<file path="src/hdl/irs_pkg.sv">
`timescale 1ns / 1ps
// shared types, constants and GF(2^8) helper functions for the interleaved
// reed-solomon encoder; no dependencies

package irs_pkg;

  localparam int SYM_BITS   = 8;
  localparam int MAX_PARITY = 32;
  localparam int MAX_DEPTH  = 8;
  localparam int GF_ORDER   = 2**SYM_BITS - 1;

  localparam int OFF_W   = $clog2(MAX_PARITY);
  localparam int ROW_W   = $clog2(MAX_DEPTH);
  localparam int PAR_W   = $clog2(MAX_PARITY + 1);
  localparam int DEPTH_W = $clog2(MAX_DEPTH + 1);
  localparam int BIT_W   = $clog2(SYM_BITS);
  localparam int POLY_W  = SYM_BITS + 1;
  localparam int LEN_W   = SYM_BITS;

  localparam int NUM_REGS   = 7;
  localparam int APB_ADDR_W = $clog2(NUM_REGS * 4);
  localparam int APB_DATA_W = 32;
  localparam int IDX_W      = APB_ADDR_W - 2;

  localparam int MIN_CODE_LEN = 3;
  localparam int MIN_PARITY   = 2;

  typedef logic [SYM_BITS-1:0] sym_t;
  typedef logic [MAX_PARITY-1:0][SYM_BITS-1:0] par_vec_t;

  // register map, index = byte address / 4
  typedef enum logic [IDX_W-1:0] {
    REG_FIELD_POLY = 3'd0,
    REG_CODE_LEN   = 3'd1,
    REG_PARITY_LEN = 3'd2,
    REG_FIRST_ROOT = 3'd3,
    REG_ROOT_STEP  = 3'd4,
    REG_DEPTH      = 3'd5,
    REG_DUAL_BASIS = 3'd6
  } irs_reg_t;

  // generator polynomial sequencer states
  typedef enum logic [1:0] {
    GEN_IDLE,
    GEN_MUL,
    GEN_POW,
    GEN_ACC
  } gen_state_t;

  // settings the generator sequencer works from
  typedef struct packed {
    sym_t             poly;
    sym_t             first_root;
    sym_t             root_step;
    logic [PAR_W-1:0] eff_p;
  } gen_cfg_t;

  // register reset values
  localparam logic [POLY_W-1:0]  RST_FIELD_POLY = 9'd391;
  localparam logic [LEN_W-1:0]   RST_CODE_LEN   = 8'd255;
  localparam logic [PAR_W-1:0]   RST_PARITY_LEN = 6'd32;
  localparam logic [LEN_W-1:0]   RST_FIRST_ROOT = 8'd112;
  localparam logic [LEN_W-1:0]   RST_ROOT_STEP  = 8'd11;
  localparam logic [DEPTH_W-1:0] RST_DEPTH      = 4'd1;
  localparam logic               RST_DUAL_BASIS = 1'b0;

  localparam sym_t ALPHA = 8'h02;

  // conventional to dual basis rows, entry 0 first
  localparam logic [SYM_BITS-1:0][SYM_BITS-1:0] TAL_ROWS =
    {8'h7b, 8'haf, 8'h99, 8'hfa, 8'h86, 8'hec, 8'hef, 8'h8d};

  // multiply modulo x^8 + poly (x^8 term implied)
  function automatic sym_t gf_mul(input sym_t a, input sym_t b, input sym_t poly);
    logic [SYM_BITS:0] x;
    sym_t r;
    x = {1'b0, a};
    r = '0;
    for (int i = 0; i < SYM_BITS; i++) begin
      if (b[i]) r = r ^ x[SYM_BITS-1:0];
      x = {x[SYM_BITS-1:0], 1'b0};
      if (x[SYM_BITS]) x = x ^ {1'b1, poly};
    end
    return r;
  endfunction

  // linear map into the dual basis
  function automatic sym_t conv_to_dual(input sym_t v);
    sym_t r;
    r = '0;
    for (int k = 0; k < SYM_BITS; k++) begin
      if (v[k]) r = r ^ TAL_ROWS[SYM_BITS-1-k];
    end
    return r;
  endfunction

  // inverse map as a lookup table; lowest preimage wins, no preimage gives 0
  function automatic logic [GF_ORDER:0][SYM_BITS-1:0] build_d2c();
    logic [GF_ORDER:0][SYM_BITS-1:0] tab;
    tab = '0;
    for (int i = GF_ORDER; i >= 0; i--) begin
      tab[conv_to_dual(sym_t'(i))] = sym_t'(i);
    end
    return tab;
  endfunction

  localparam logic [GF_ORDER:0][SYM_BITS-1:0] D2C_TAB = build_d2c();

endpackage

</file>
<file path="src/hdl/irs_genpoly.sv">
`timescale 1ns / 1ps
// generator polynomial builder: one root per pass, root power by square-and-multiply
// depends on irs_pkg

module irs_genpoly (
  input  logic               clk,
  input  logic               rst,
  input  logic               start,
  input  irs_pkg::gen_cfg_t  cfg,
  output logic               busy,
  output irs_pkg::par_vec_t  coeffs
);
  import irs_pkg::*;

  gen_state_t       state, state_next;
  sym_t             expo;
  sym_t             pw;
  logic [BIT_W-1:0] bitn;
  logic [PAR_W-1:0] nroot;
  par_vec_t         cf;

  logic [2*SYM_BITS-1:0] prod;
  logic [SYM_BITS:0]     fold1;
  sym_t                  fold2;
  sym_t                  expo0;
  logic [SYM_BITS:0]     esum;
  sym_t                  expo_inc;
  sym_t                  sq;
  sym_t                  pw_next;
  par_vec_t              cf_next;
  logic                  root_last;

  // first root exponent: (root_step * first_root) mod 255 by byte folding
  always_comb begin
    prod  = (2*SYM_BITS)'(cfg.root_step) * (2*SYM_BITS)'(cfg.first_root);
    fold1 = (SYM_BITS+1)'(prod[2*SYM_BITS-1:SYM_BITS]) + (SYM_BITS+1)'(prod[SYM_BITS-1:0]);
    fold2 = fold1[SYM_BITS-1:0] + sym_t'(fold1[SYM_BITS]);
    expo0 = (fold2 == sym_t'(GF_ORDER)) ? '0 : fold2;
  end

  // next root exponent, one compare and subtract
  always_comb begin
    esum     = (SYM_BITS+1)'(expo) + (SYM_BITS+1)'(cfg.root_step);
    expo_inc = (esum >= (SYM_BITS+1)'(GF_ORDER)) ?
               sym_t'(esum - (SYM_BITS+1)'(GF_ORDER)) : esum[SYM_BITS-1:0];
  end

  // one square-and-multiply step, exponent msb first
  always_comb begin
    sq      = gf_mul(pw, pw, cfg.poly);
    pw_next = expo[bitn] ? gf_mul(sq, ALPHA, cfg.poly) : sq;
  end

  // multiply the polynomial by (x + root), all coefficients at once
  always_comb begin
    cf_next[0] = cf[0] ^ pw;
    for (int i = 1; i < MAX_PARITY; i++) begin
      cf_next[i] = cf[i] ^ gf_mul(pw, cf[i-1], cfg.poly);
    end
  end

  assign root_last = (nroot == cfg.eff_p - PAR_W'(1));

  // next state
  always_comb begin
    state_next = state;
    case (state)
      GEN_IDLE: state_next = GEN_IDLE;
      GEN_MUL:  state_next = GEN_POW;
      GEN_POW:  if (bitn == '0) state_next = GEN_ACC;
      GEN_ACC:  state_next = root_last ? GEN_IDLE : GEN_POW;
      default:  state_next = GEN_IDLE;
    endcase
    if (start) state_next = GEN_MUL;
  end

  // outputs
  always_comb begin
    busy   = (state != GEN_IDLE);
    coeffs = cf;
  end

  // state and counters
  always_ff @(posedge clk) begin
    if (rst) begin
      state <= GEN_MUL;
      bitn  <= BIT_W'(SYM_BITS - 1);
      nroot <= '0;
    end else begin
      state <= state_next;
      case (state)
        GEN_MUL: begin
          bitn  <= BIT_W'(SYM_BITS - 1);
          nroot <= '0;
        end
        GEN_POW: bitn <= bitn - BIT_W'(1);
        GEN_ACC: begin
          bitn  <= BIT_W'(SYM_BITS - 1);
          nroot <= nroot + PAR_W'(1);
        end
        default: ;
      endcase
    end
  end

  // datapath
  always_ff @(posedge clk) begin
    case (state)
      GEN_MUL: begin
        expo <= expo0;
        pw   <= sym_t'(1);
        cf   <= '0;
      end
      GEN_POW: pw <= pw_next;
      GEN_ACC: begin
        cf   <= cf_next;
        expo <= expo_inc;
        pw   <= sym_t'(1);
      end
      default: ;
    endcase
  end

endmodule
</file>
<file path="config.mk">
export PLATFORM = sky130hd
export DESIGN_NAME = irs_genpoly
export DESIGN_NICKNAME = d
export VERILOG_FILES = /design/src/hdl/irs_pkg.sv /design/src/hdl/irs_genpoly.sv
export SDC_FILE = /design/constraint.sdc
export NUM_CORES = 2
export LEC_CHECK = 0
export ABC_CLOCK_PERIOD_IN_PS = 11500
export BUFFER_PORTS_ARGS = -buffer_cell sky130_fd_sc_hd__buf_2
export CORE_MARGIN = 1.5
export CORE_UTILIZATION = 45
export CTS_BUF_LIST = sky130_fd_sc_hd__clkbuf_2
export DETAILED_ROUTE_END_ITERATION = 6
export PLACE_DENSITY = 0.69
export SYNTH_ARGS = -nofsm -noshare
export SYNTH_HDL_FRONTEND = slang
export SYNTH_SLANG_ARGS = --single-unit
export TNS_END_PERCENT = 30
</file>
<file path="constraint.sdc">
create_clock -name clk -period 11.5 [get_ports clk]
set_input_delay 2.3 -clock clk [delete_from_list [all_inputs] [get_ports clk]]
set_output_delay 2.3 -clock clk [all_outputs]
set_load 0.02 [all_outputs]
</file>
; After elaboration in Yosys (flattened, before gate mapping)
; Index checks and enable logic that the tools add are counted.
; W data, S select, Z words.
[totals]
input_bits = 33
regBits = 283
out_inout_bits = 257
word_cells = 601
[op_classes]
eq_ne = 6
mul = 1
n_bitwise = 264
n_lt_le_gt_ge = 2
muxes = 277
reduce_logical = 7
n_addsub = 7
[op_table]
columns = operator, n
row1 = $mux W8, 267
row2 = $xor A8 B8 Y8, 264
row3 = $pmux W256 S2, 1
row4 = $pmux W8 S2, 2
row5 = $add A8 B8 Y9, 2
row6 = $mul A8 B8 Y16, 1
row7 = $pmux W6 S2, 1
row8 = $ge A9 B8 Y1 const B, 1
row9 = $add A8 B1 Y8, 1
row10 = $eq A8 B8 Y1 const B, 1
row11 = $pmux W2 S4, 1
row12 = $sub A8 B8 Y8 const B, 1
row13 = $add A6 B1 Y6 const B, 1
row14 = $eq A6 B6 Y1, 1
row15 = $pmux W3 S2, 1
row16 = $reduce_bool A2 Y1, 3
row17 = $sub A6 B1 Y6 const B, 1
row18 = $eq A2 B2 Y1 const B, 2
row19 = $lt A3 B4 Y1 const B, 1
row20 = $mux W2, 2
row21 = $reduce_or A2 Y1, 2
row22 = $bmux W1 S3, 1
row23 = $logic_not A3 Y1, 1
row24 = $sub A3 B1 Y3 const B, 1
row25 = 4 further kinds, 4

; Longest topological paths before layout
[depth]
depth_word = 20
ltp_mapped = 36

; Worst setup path before layout
; Ideal clock, no wire load.
[synth_timing]
kind = input-to-reg
start = in cfg[16] (netlist bit)
end = reg expo[6], data pin
stages = 29
t_arrival_ps = 8295
path_slack_ps = 2934
setup_time_ps = 271
required_time_ps = 11229
path_buffers = 0
path_cell_list = and2_1 > fa_1 > fa_1 > inv_1 > fa_1 > fa_1 > inv_1 > ha_1 > o21ai_0 > a21boi_0 > o21ai_0 > a21boi_0 > nor2_1 > fa_1 > a21o_1 > a21oi_1 > o21bai_1 > a21oi_1 > nor2b_1 > o21ai_0 > nand2b_1 > ha_1 > ha_1 > inv_1 > or4_1 > nor4_1 > nand2_1 > nand2_1 > o22ai_1
[synth_via]
elab_chain_len = 6
[synth_rtl]
columns = item, line_no
row1 = "start, declared", irs_genpoly.sv:9  ; input irs_pkg::gen_cfg_t cfg,
row2 = $mul A8 B8 Y16 (*), irs_genpoly.sv:35  ; prod = (2*SYM_BITS)'(cfg.root_step) * (2*SYM_BITS)'(cfg.first_root);
row3 = $add A8 B8 Y9 (*), irs_genpoly.sv:36  ; fold1 = (SYM_BITS+1)'(prod[2*SYM_BITS-1:SYM_BITS]) + (SYM_BITS+1)'(prod[SYM_BITS-1:0]);
row4 = $add A8 B1 Y8 (*), irs_genpoly.sv:37  ; fold2 = fold1[SYM_BITS-1:0] + sym_t'(fold1[SYM_BITS]);
row5 = $eq A8 B8 Y1, irs_genpoly.sv:38  ; expo0 = (fold2 == sym_t'(GF_ORDER)) ? '0 : fold2;
row6 = $mux W8 (*), irs_genpoly.sv:38
row7 = $pmux W8 S2 (*), irs_genpoly.sv:108  ; case (state)
row8 = "end signal, assigned", irs_genpoly.sv:110  ; expo <= expo0;
row9 = "end signal, assigned", irs_genpoly.sv:117  ; expo <= expo_inc;
row10 = "end, declared", irs_genpoly.sv:16  ; sym_t expo;
; Mark *: on every way between the ends. The rest lies on a longest branch, timed or not.
; A chain may end at the register's enable or synchronous reset.

; Worst setup path after layout
[layout_timing]
start = in cfg[9] (netlist bit)
end = reg expo[2], data pin
[layout_via]
elab_chain_len = 6
word_cells_on_any_way = 9
cone_classes = 3 x add/sub / 1 x mul / 1 x order compare / 1 x eq/ne / 3 x mux
[layout_rtl]
columns = item, line_no
row1 = $mul A8 B8 Y16, irs_genpoly.sv:35
row2 = $add A8 B8 Y9, irs_genpoly.sv:36
row3 = $add A8 B1 Y8, irs_genpoly.sv:37
row4 = $eq A8 B8 Y1, irs_genpoly.sv:38
row5 = $mux W8, irs_genpoly.sv:38
row6 = $pmux W8 S2 (*), irs_genpoly.sv:108
; Marked as above.

==> run metrics <==
CTS tree done; total global routing overflow 0; MaxCap Viol Count 0; most frequent CP cell fa_1; syn_nets approximately 6000; fillers about 9000; first-pass GRT wire length 245000 microns; critical path arrival slightly above 9000 ps; Critical path origin cfg[9]; fin util 48.63%; Synth Instances roughly 5900; ys flop type edfxtp_1; headroom to the max-slew limit approximately 11%; cts-stage hold buffer count 0; Yosys reg bits approximately 280; final setup margin about 3400 ps; synthesized area per cell ~7.3 sq um; number of synthesized flops with an enable pin between 200 and 300; core area about 0.094 sq mm; # DRC 0; unrepaired setup endpoints after global routing no; Clock Tree Root clkbuf_2; Worst R2R Setup Slack ~5000 ps; Max Transition Viols Final 0; die height around 310 microns; register area 0.008392 sq mm; clk buf depth 3; R2R cell count 16; detailed-route via count 40362; Routed WL 165300 microns; clk sinks approximately 280; vias in the first global route ~38000; most common cell after layout, fill and taps aside nand2_1; Layout area overhead 6.889%; Die Footprint around 0.097 sq mm; H-tree Lvls 3; Mapped Area 0.04259 sq mm; DR iter-0 viols 5300; HP Class reg2reg; minimum clock period between 8000 and 9000 ps; highest-count cells in the layout ignoring fill and taps 2102 x nand2_1, 1821 x xnor2_1, 298 x nor2_1; Worst-Skew Late Latency roughly 1400 ps; CP endpoint expo[2]$_DFFE_PP_; Worst-Margin Slew 1333 ps; DRT Pass-1 Iters 7; Post CTS Setup Buffer Count 0; worst r2r src pw[7]$_SDFFCE_PP0P_; Synth async-reset ratio 0%; outcome finished, final reports clean; CP startpoint kind primary input; clock slew at reported path FFs about 100 ps; multi-input logic area 0.03232 sq mm; dpl hpwl between 90000 and 100000 microns; GRT Total Usage around 33%; Non-Filler Instances ~7000; reg2reg end coeffs[101]$_SDFFCE_PN0P_; routability cong. 0.9322; IO buf count about 290; routed length per instance ~23 microns; layout cells sized above 1 10.07%; CP max stage delay between 500 and 600 ps; IO Pins a little under 300; Setup CP Type in2reg; top achievable clock speed around 0.12 GHz; Crit-path slowest cell or4_1; Antenna Nets Post-Route 0; Row Count between 100 and 150; largest net degree at the start of global routing approximately 170; CP Capture Type flop; Clock Skew ~160 ps; Synth Warn # 0; die width about 310 microns; count of different cell masters after synthesis approximately 90; Via density around 5.6; cts bufs inserted just under 90; total negative slack 0 ps; final period utilization approximately 71%; Fin. Hold Viols 0; Worst Path Required between 10000 and 15000 ps; initial antenna violation count 5; Inst Count DP ~7000; DP Worst Slack 2188 ps; post_cts resized 0; critical path fanouts, max 9; final setup vio count 0; sequential element share of the synthesized area around 20%; Nets around 6000; effective utilization at floorplan between 40% and 50%
[synth_stat cells, drive strengths merged, types with 6 or more instances]
library cell,count,area (sq um)
a21o,10,75.07
a21oi,43,222.7
and2,57,356.6
and3,10,62.56
buf,80,365.3
clkbuf,438,1644
dfxtp,11,220.2
edfxtp,272,8168
fa,38,760.7
ha,60,750.7
inv,85,319.1
mux2i,8,80.08
nand2,2107,7911
nand2b,8,50.05
nand3,17,85.08
nand4,6,37.54
nor2,306,1149
nor2b,7,43.79
nor3,11,65.06
o211a,7,70.07
o211ai,15,127.6
o21ai,35,178.9
o21bai,8,60.06
o22ai,13,81.33
xnor2,1846,16200
xnor3,10,225.2
xor2,278,2465
[flip-flops by register name, indices dropped and copies added (netlist names)]
| name | cells |
|---|---|
| state | 2 |
| bitn | 3 |
| nroot | 6 |
| coeffs | 256 |
| pw | 8 |
| expo | 8 |
[worst max-delay path, delay by kind of cell]
family / cells / cell delay (ps)
compound gates: 10 / 1740
simple gates: 8 / 1610
buf+inv: 4 / 320
fa+ha+maj: 8 / 3130
[per-stage QoR]
stage	hold slack, ps	instance area (sq um)
3_5_place_dp	498.3	44740
4_1_cts	515.0	45510
2_1_floorplan	465.2	42590
6_report	512.5	45520
3_3_place_gp	495.5	44740
5_1_grt	554.5	45520
[cell families (layout without fill, tap and decap cells)]
kind of cell / after synthesis / in the layout / synth area share, %
other cells: 0 / 5 / 0
simple gates: 2550 / 2550 / 23.31
xor+xnor: 2135 / 2135 / 44.41
compound gates: 190 / 190 / 3.176
flops: 283 / 283 / 19.69
mux: 13 / 13 / 0.3731
buf+inv: 605 / 621 / 5.485
fa+ha+maj: 98 / 98 / 3.549
[cell type report]
class | instances | area share [%]
timing repair buffer | 376 | 4.667
sequential | 283 | 18.43
clock buffer | 122 | 1.341
clock inverter | 36 | 0.3655
inverter | 87 | 0.7173
antenna | 5 | 0.02748
tap | 1254 | 3.446
multi-input combinational | 4986 | 71.00
[how the worst min path moves through the flow]
| stage | startpoint | end | slack (ps) | cells past startpoint |
|---|---|---|---|---|
| global route | nroot[1]$_SDFFE_PP0P_ | nroot[1]$_SDFFE_PP0P_ | 550 | 2 |
| floorplan | bitn[2]$_SDFFE_PP1P_ | state[0]$_SDFFE_PP1P_ | 470 | 1 |
| CTS | bitn[2]$_SDFFE_PP1P_ | state[0]$_SDFFE_PP1P_ | 510 | 1 |
| detailed placement | bitn[2]$_SDFFE_PP1P_ | state[0]$_SDFFE_PP1P_ | 500 | 1 |
| global placement | bitn[2]$_SDFFE_PP1P_ | state[0]$_SDFFE_PP1P_ | 500 | 1 |
| finish | bitn[2]$_SDFFE_PP1P_ | state[0]$_SDFFE_PP1P_ | 510 | 1 |
[per-layer routing]
layer  vias up  track usage, %  wire (microns)
met2      2804           51.38           71050
met5         -               0              27
met3       685           10.10           23490
met4         4           18.64           10630
met1     19090           41.70           60140
li1      17779               -               -
Power is not shown: default switching activity piles up to over one toggle a cycle in this logic, so the estimate is an artifact.
